## src/hdl/pht_pkg.sv

```systemverilog
// ----------------------------------------------------------------------------
// pht_pkg: shared types and constants of the probing hash table
// Payload structs, opcodes, probe offsets and the command/status bundles
// between the controller and the datapath.
// ----------------------------------------------------------------------------
package pht_pkg;

   localparam int KEY_W   = 31;
   localparam int SIZE_W  = 11;
   localparam int POS_W   = 10;
   localparam int ATT_W   = 13;
   localparam int DCNT_W  = 5;

   localparam logic [SIZE_W-1:0] SIZE_RESET = 11'd1024;
   localparam logic [31:0]       PHI_INV_Q32 = 32'd2654435769;
   localparam logic [DCNT_W-1:0] DIV_LAST   = 5'd30;

   localparam logic [1:0] OP_CLEAR  = 2'd0;
   localparam logic [1:0] OP_INSERT = 2'd1;
   localparam logic [1:0] OP_SEARCH = 2'd2;

   typedef enum logic [1:0] {
      OFF_CENTRE = 2'd0,
      OFF_RIGHT  = 2'd1,
      OFF_LEFT   = 2'd2
   } offset_type;

   typedef struct packed {
      logic [1:0]       opcode;
      logic [KEY_W-1:0] key;
   } req_type;

   typedef struct packed {
      logic             success;
      logic [POS_W-1:0] position;
   } rsp_type;

   typedef struct packed {
      logic       load_req;
      logic       clr_step;
      logic       div_start;
      logic       div_step;
      logic       advance;
      logic       mul1;
      logic       mul2;
      logic       mul3;
      logic       off_load;
      offset_type off_value;
      logic       mem_rd;
      logic       mem_wr_key;
      logic       load_rsp;
      logic       rsp_ok;
      logic       rsp_pos;
   } cmd_type;

   typedef struct packed {
      logic [1:0] op;
      logic       clr_last;
      logic       div_last;
      logic       match;
      logic       has_right;
      logic       has_left;
      logic       last_attempt;
      offset_type off;
      logic       rsp_busy;
   } status_type;

endpackage

```

## src/hdl/pht_ctrl.sv

```systemverilog
// ----------------------------------------------------------------------------
// pht_ctrl: sequencing state machine of the probing hash table
// Runs the reset sweep, dispatches opcodes, steps the divider and the probe
// attempts, and hands the outcome to the output register.
// ----------------------------------------------------------------------------
module pht_ctrl
   import pht_pkg::*;
(
   input  logic       clock,
   input  logic       reset,
   input  logic       req_valid,
   output logic       req_stall,
   output cmd_type    cmd,
   input  status_type status
);

   typedef enum logic [11:0] {
      ST_INIT     = 12'b000000000001,
      ST_IDLE     = 12'b000000000010,
      ST_DISPATCH = 12'b000000000100,
      ST_CLEAR    = 12'b000000001000,
      ST_DIV      = 12'b000000010000,
      ST_ADVANCE  = 12'b000000100000,
      ST_MUL1     = 12'b000001000000,
      ST_MUL2     = 12'b000010000000,
      ST_MUL3     = 12'b000100000000,
      ST_READ     = 12'b001000000000,
      ST_CHECK    = 12'b010000000000,
      ST_FINISH   = 12'b100000000000
   } state_type;

   state_type state_ff, state_in;
   logic      ok_ff, ok_in;
   logic      pos_ff, pos_in;

   assign req_stall = (state_ff != ST_IDLE);

   always_comb begin
      state_in = state_ff;
      ok_in    = ok_ff;
      pos_in   = pos_ff;
      cmd      = '0;
      cmd.off_value = OFF_CENTRE;
      unique case (state_ff)
         // sweep every slot empty after reset
         ST_INIT: begin
            cmd.clr_step = 1'b1;
            if (status.clr_last) begin
               state_in = ST_IDLE;
            end
         end
         ST_IDLE: begin
            if (req_valid) begin
               cmd.load_req = 1'b1;
               state_in = ST_DISPATCH;
            end
         end
         ST_DISPATCH: begin
            unique case (status.op) inside
               OP_CLEAR: begin
                  state_in = ST_CLEAR;
               end
               OP_INSERT, OP_SEARCH: begin
                  cmd.div_start = 1'b1;
                  state_in = ST_DIV;
               end
               default: begin
                  ok_in    = 1'b0;
                  pos_in   = 1'b0;
                  state_in = ST_FINISH;
               end
            endcase
         end
         ST_CLEAR: begin
            cmd.clr_step = 1'b1;
            if (status.clr_last) begin
               ok_in    = 1'b1;
               pos_in   = 1'b0;
               state_in = ST_FINISH;
            end
         end
         ST_DIV: begin
            cmd.div_step = 1'b1;
            if (status.div_last) begin
               state_in = ST_ADVANCE;
            end
         end
         ST_ADVANCE: begin
            cmd.advance = 1'b1;
            state_in = ST_MUL1;
         end
         ST_MUL1: begin
            cmd.mul1 = 1'b1;
            state_in = ST_MUL2;
         end
         ST_MUL2: begin
            cmd.mul2 = 1'b1;
            state_in = ST_MUL3;
         end
         ST_MUL3: begin
            cmd.mul3      = 1'b1;
            cmd.off_load  = 1'b1;
            cmd.off_value = OFF_CENTRE;
            state_in = ST_READ;
         end
         ST_READ: begin
            cmd.mem_rd = 1'b1;
            state_in = ST_CHECK;
         end
         // hit, then neighbours, then next attempt, or a miss after the last attempt
         ST_CHECK: begin
            if (status.match) begin
               cmd.mem_wr_key = (status.op == OP_INSERT);
               ok_in    = 1'b1;
               pos_in   = 1'b1;
               state_in = ST_FINISH;
            end else if (status.off == OFF_CENTRE && status.has_right) begin
               cmd.off_load  = 1'b1;
               cmd.off_value = OFF_RIGHT;
               state_in = ST_READ;
            end else if (status.off != OFF_LEFT && status.has_left) begin
               cmd.off_load  = 1'b1;
               cmd.off_value = OFF_LEFT;
               state_in = ST_READ;
            end else if (status.last_attempt) begin
               ok_in    = 1'b0;
               pos_in   = 1'b0;
               state_in = ST_FINISH;
            end else begin
               state_in = ST_ADVANCE;
            end
         end
         // hold until the output register is free
         ST_FINISH: begin
            if (!status.rsp_busy) begin
               cmd.load_rsp = 1'b1;
               cmd.rsp_ok   = ok_ff;
               cmd.rsp_pos  = pos_ff;
               state_in = ST_IDLE;
            end
         end
         default: begin
            state_in = ST_IDLE;
         end
      endcase
   end

   always_ff @(posedge clock) begin
      if (reset) begin
         state_ff <= ST_INIT;
         ok_ff    <= 1'b0;
         pos_ff   <= 1'b0;
      end else begin
         state_ff <= state_in;
         ok_ff    <= ok_in;
         pos_ff   <= pos_in;
      end
   end

endmodule
```

## config.mk

```make
export PLATFORM = sky130hd
export DESIGN_NAME = pht_ctrl
export DESIGN_NICKNAME = d
export VERILOG_FILES = /design/src/hdl/pht_pkg.sv /design/src/hdl/pht_ctrl.sv
export SDC_FILE = /design/constraint.sdc
export NUM_CORES = 1
export LEC_CHECK = 0
export BUFFER_PORTS_ARGS = -buffer_cell sky130_fd_sc_hd__buf_2
export CAP_MARGIN = 20
export CORE_UTILIZATION = 51
export CTS_CLUSTER_SIZE = 30
export DETAILED_ROUTE_END_ITERATION = 10
export GPL_TIMING_DRIVEN = 1
export PLACE_DENSITY = 0.78
export SYNTH_ARGS = -nofsm -noshare
export SYNTH_HDL_FRONTEND = slang
export SYNTH_SLANG_ARGS = --single-unit
```

## constraint.sdc

```tcl
create_clock -name clock -period 2.1 [get_ports clock]
set_input_delay 0.105 -clock clock [delete_from_list [all_inputs] [get_ports clock]]
set_output_delay 0.105 -clock clock [all_outputs]
set_load 0.05 [all_outputs]
```

======== Word level (Yosys, flattened, before mapping) ========
Cells that the tools add are included.
storage, ports and cells
  register bits after elaboration ......... 14
  bits of input ports ..................... 14
  output and inout bits ................... 17
  logic and storage cells ................. 77
cells by class
  eq/ne operators ......................... 25
  mux-type cells .......................... 39
  reduce and logical (&&, ||, !) cells .... 10
operator list
  kind                    number
  $pmux W12 S12           1
  $mux W12                9
  $pmux W12 S2            1
  $mux W1                 20
  $mux W3                 5
  $ne A2 B2 Y1 const B    7
  $eq A12 B1 Y1 const B   1
  $eq A12 B10 Y1 const B  1
  $eq A12 B11 Y1 const B  1
  $eq A12 B12 Y1 const B  1
  $eq A12 B2 Y1 const B   1
  $eq A12 B3 Y1 const B   1
  $eq A12 B4 Y1 const B   1
  $eq A12 B5 Y1 const B   1
  $eq A12 B6 Y1 const B   1
  $eq A12 B7 Y1 const B   1
  $eq A12 B8 Y1 const B   1
  $eq A12 B9 Y1 const B   1
  $ne A12 B2 Y1 const B   1
  $ne A3 B3 Y1 const B    3
  $pmux W1 S3             2
  $pmux W3 S2             1
  $reduce_and A6 Y1       1
  $reduce_and A5 Y1       1
  7 further kinds         10

======== Longest topological paths before layout ========
  depth after elaboration ................. 6
  depth in mapped cells ................... 8

======== Worst setup path after synthesis ========
Ideal clock, no wire load.
  path type ............................... register to output
  from .................................... register state_ff[5]
  to ...................................... output cmd[0] (netlist name)
  arrival ................................. 3.185 ns
  slack ................................... -1.190 ns
  cell stages (with the launch flop) ...... 6
  cells stage by stage .................... dfxtp_1 buf_6 nor4_4 nand3_1 nor4_1 and2_1
RTL lines
  what                    RTL line         RTL
  from (decl)             pht_ctrl.sv:32   state_type state_ff, state_in;
  from (signal assigned)  pht_ctrl.sv:154  state_ff <= state_in;
  to (decl)               pht_ctrl.sv:13   output cmd_type cmd,

==> impl_metrics.csv <==
group,metric,value,unit
cts,clk_path_buf_depth,2,
placement,portBuffers,30,
worst_setup_path,required,2.00,ns
sta,setup_viol,1,
sta,slew_viol_final,0,
worst_setup_path,reg2reg_from,"state_ff[3]",
cts,cts_buffers,3,
synth,synth_edf_count,0,
global_route,grt.total_usage,0.274,
pwr,ir_drop,329,uV
cts,cts_tree,"built",
final_layout,final_cell_area,1500,sq um
floorplanning,fp.dieW,48.9,um
drt,wl_per_cell,14.9,um
sta,rsz0062_at_grt,"true",
worst_setup_path,r2r_cells,7,
synth,async_flop_share,0,
global_route,grt_max_degree,9,
final_layout,final_common_cell,"buf_2",
drt,routed_wirelength,3090,um
floorplanning,start_util,0.555,
pwr,leakagePower,0.684,nW
global_route,grt_pass1_wl,5090,um
final_layout,utilization,0.743,
synth,syn-num-nets,157,
worst_setup_path,crit_path_max_fanout,7,
drt,drcViolationCount,0,
sta,min_period_over_period,1.00,
worst_setup_path,cp-start-kind,"flop",
global_route,antenna_found_initial,0,
sta,tns,-0.00783,ns
final_layout,mostFrequentLayoutCells,"buf_2 (19), buf_4 (17), nor2_1 (15)",
synth,synth_area_leaders,"dfxtp_1 (25%), nor2_1 (5.0%), ha_1 (4.5%)",
worst_setup_path,cp-end-kind,"output port",
floorplanning,core,2020,sq um
synth,yosysSeqAreaShare,0.250,
worst_setup_path,cp_cell_sequence,"nor4_4 > buf_4 > buf_4 > and2_2 > and4b_2 > o21bai_2 > buf_4",
min_path,holdPathStages,2,
drt,drt-initial-drc-count,37,
cts,cts-root-buf,"clkbuf_4",
worst_setup_path,cp_top_family,"simple AND/OR/NAND/NOR gates",
min_path,hp-class,"input pin to flop",
drt,drt_pass1_iterations,4,
worst_setup_path,crit_slowest_cell,"dfxtp_1",
final_layout,drive_gt1_frac,0.406,
drt,wl_met3,222,um
synth,post-synth-top-area-fraction,0.250,
synth,ys_ff_latch,14,
sta,whs,0.0552,ns
synth,ys_types,51,
floorplanning,rows,16,
sta,clock_skew,0.00501,ns
placement,dpl.hpwl,2180,um
sta,tightest_slew,0.381,ns
placement,post-place-ws,0.0407,ns
synth,synth_top_cell_by_area,"dfxtp_1",
synth,synth_flop_cell,"dfxtp_1",
synth,yosysWarnings,0,
worst_setup_path,timing.critical_path.buf_inv,3,
floorplanning,io_pins,31,
pwr,clkPwrFrac,0.333,
worst_setup_path,arrival,2.00,ns
global_route,grt_overflow,0,
pwr,finalPower,0.644,mW
sta,finalCriticalPeriod,2.11,ns
synth,netlist_instances,139,
sta,max-slew-margin-rel,0.746,
pwr,switching_share,0.322,
flow_run,drv_cap,0,
worst_setup_path,timing.rr.end,"state_ff[8]",
synth,syn-cell-area,1120,sq um
sta,max_freq,474,MHz
final_layout,area_growth,33.9,%
drt,via_count,1221,
drt,met1Wirelength,1310,um
status,violations,"negative setup slack",
floorplanning,die_area,2390,sq um
sta,hold_violations,0,
global_route,grt_pass1_vias,1121,
cts,cts.sink_count,14,
pwr,switchingPower,0.208,mW
final_layout,layout.cells.non_filler,207,
worst_setup_path,path_class,"flop to output port",
placement,gp_congestion,0.896,
final_layout,nets,199,
pwr,p_seq_frac,0.427,
drt,wl_met2,1510,um
drt,postRouteAntennaNets,0,
min_path,hold_start,"reset",
cts,cts_hold_buf,0,
worst_setup_path,slowest_delay,0.40,ns
cts,htree_levels,1,
drt,top_layer,"met4",
drt,viasPerCell,5.90,
status,status,"finished, violations left",
placement,dp_cells,197,
final_layout,n_fill_cell,145,
synth,syn_area_per_cell,8.07,sq um
pwr,p_comb_frac,0.240,
worst_setup_path,r2r_slack,0.11,ns
final_layout,num_antenna_cells,0,
cts,clk_pin_slew_worst_paths,0.10,ns
sta,layout_setup_ws,-0.00783,ns
cts,worstSkewPairLatency,0.30,ns
worst_setup_path,critPathMostFrequentCell,"buf_4",
floorplanning,die_h,48.9,um
pwr,intPower,0.437,mW
min_path,hold-path-endpoint,"state_ff[3]",
placement,placed_area,1360,sq um
pwr,cellPowerDensity,429,nW/um^2
## flip-flops by register name, indices dropped and copies added (netlist names)
| name | cells |
|---|---|
| state_ff | 12 |
| ok_ff | 1 |
| pos_ff | 1 |
## cells in the mapped netlist, drive strengths merged, types with 2 or more instances
cell,count
and2,7
nand3,4
or3b,2
dfxtp,14
clkbuf,2
a31o,2
nand4,3
nor4b,2
nor3,7
inv,10
or4,2
nor2b,6
a21oi,6
and4b,2
nand2,7
nor3b,3
o21ai,6
xor2,2
buf,3
and3,2
ha,4
o21bai,2
nor2,15
nor4,7
## routing by layer
| layer | vias up | track usage |
|---|---|---|
| li1 | 589 | - |
| met4 | 0 | 0.127 |
| met2 | 52 | 0.447 |
| met3 | 5 | 0.0592 |
| met1 | 575 | 0.341 |
| met5 | - | 0 |
## cell families after synthesis
| kind of cell | Yosys count | share of synthesized area |
|---|---|---|
| and+or+nand+nor | 75 | 0.443 |
| AOI/OAI and AO/OA | 27 | 0.164 |
| buffers and inverters | 15 | 0.0658 |
| DFF | 14 | 0.250 |
| adders and majority gates | 4 | 0.0446 |
| xor gates and xnor gates | 3 | 0.0234 |
| muxes | 1 | 0.0100 |
## area by class of cell
type,instances,area [sq um],area share
clock buffers,4,36.3,0.0241
inverters,10,37.5,0.0250
multi-input cells,110,841,0.560
flip-flops and latches,14,283,0.188
well taps,27,33.8,0.0225
repair buffers,42,272,0.181
## worst max-delay path by stage
stage | start | to | slack, ns | cells past startpoint
after floorplan | state_ff[5] | cmd[0] | -0.30 | 5
after global placement | state_ff[5] | ok_ff | 0.13 | 4
after detailed placement | state_ff[5] | ok_ff | 0.04 | 4
after CTS | state_ff[3] | cmd[12] | 0.01 | 6
after global routing | state_ff[5] | cmd[7] | -0.1 | 7
final | state_ff[5] | cmd[7] | -0.008 | 7
## power by group through the flow
stage	combinational [mW]	sequential (mW)	clock (mW)
2_1_floorplan	0.0959	0.280	0
3_3_place_gp	0.137	0.281	0
3_5_place_dp	0.139	0.281	0
4_1_cts	0.149	0.275	0.214
5_1_grt	0.169	0.276	0.221
6_report	0.155	0.275	0.215
## timing repair
action / 4_1_cts / 5_1_grt
setup buffers: 6 / 0
resized for setup: 6 / 17
gates cloned: 0 / 0
setup endpoints to repair: 10 / 14
pin swaps: 3 / 0
(Power assumes the default switching activity.)
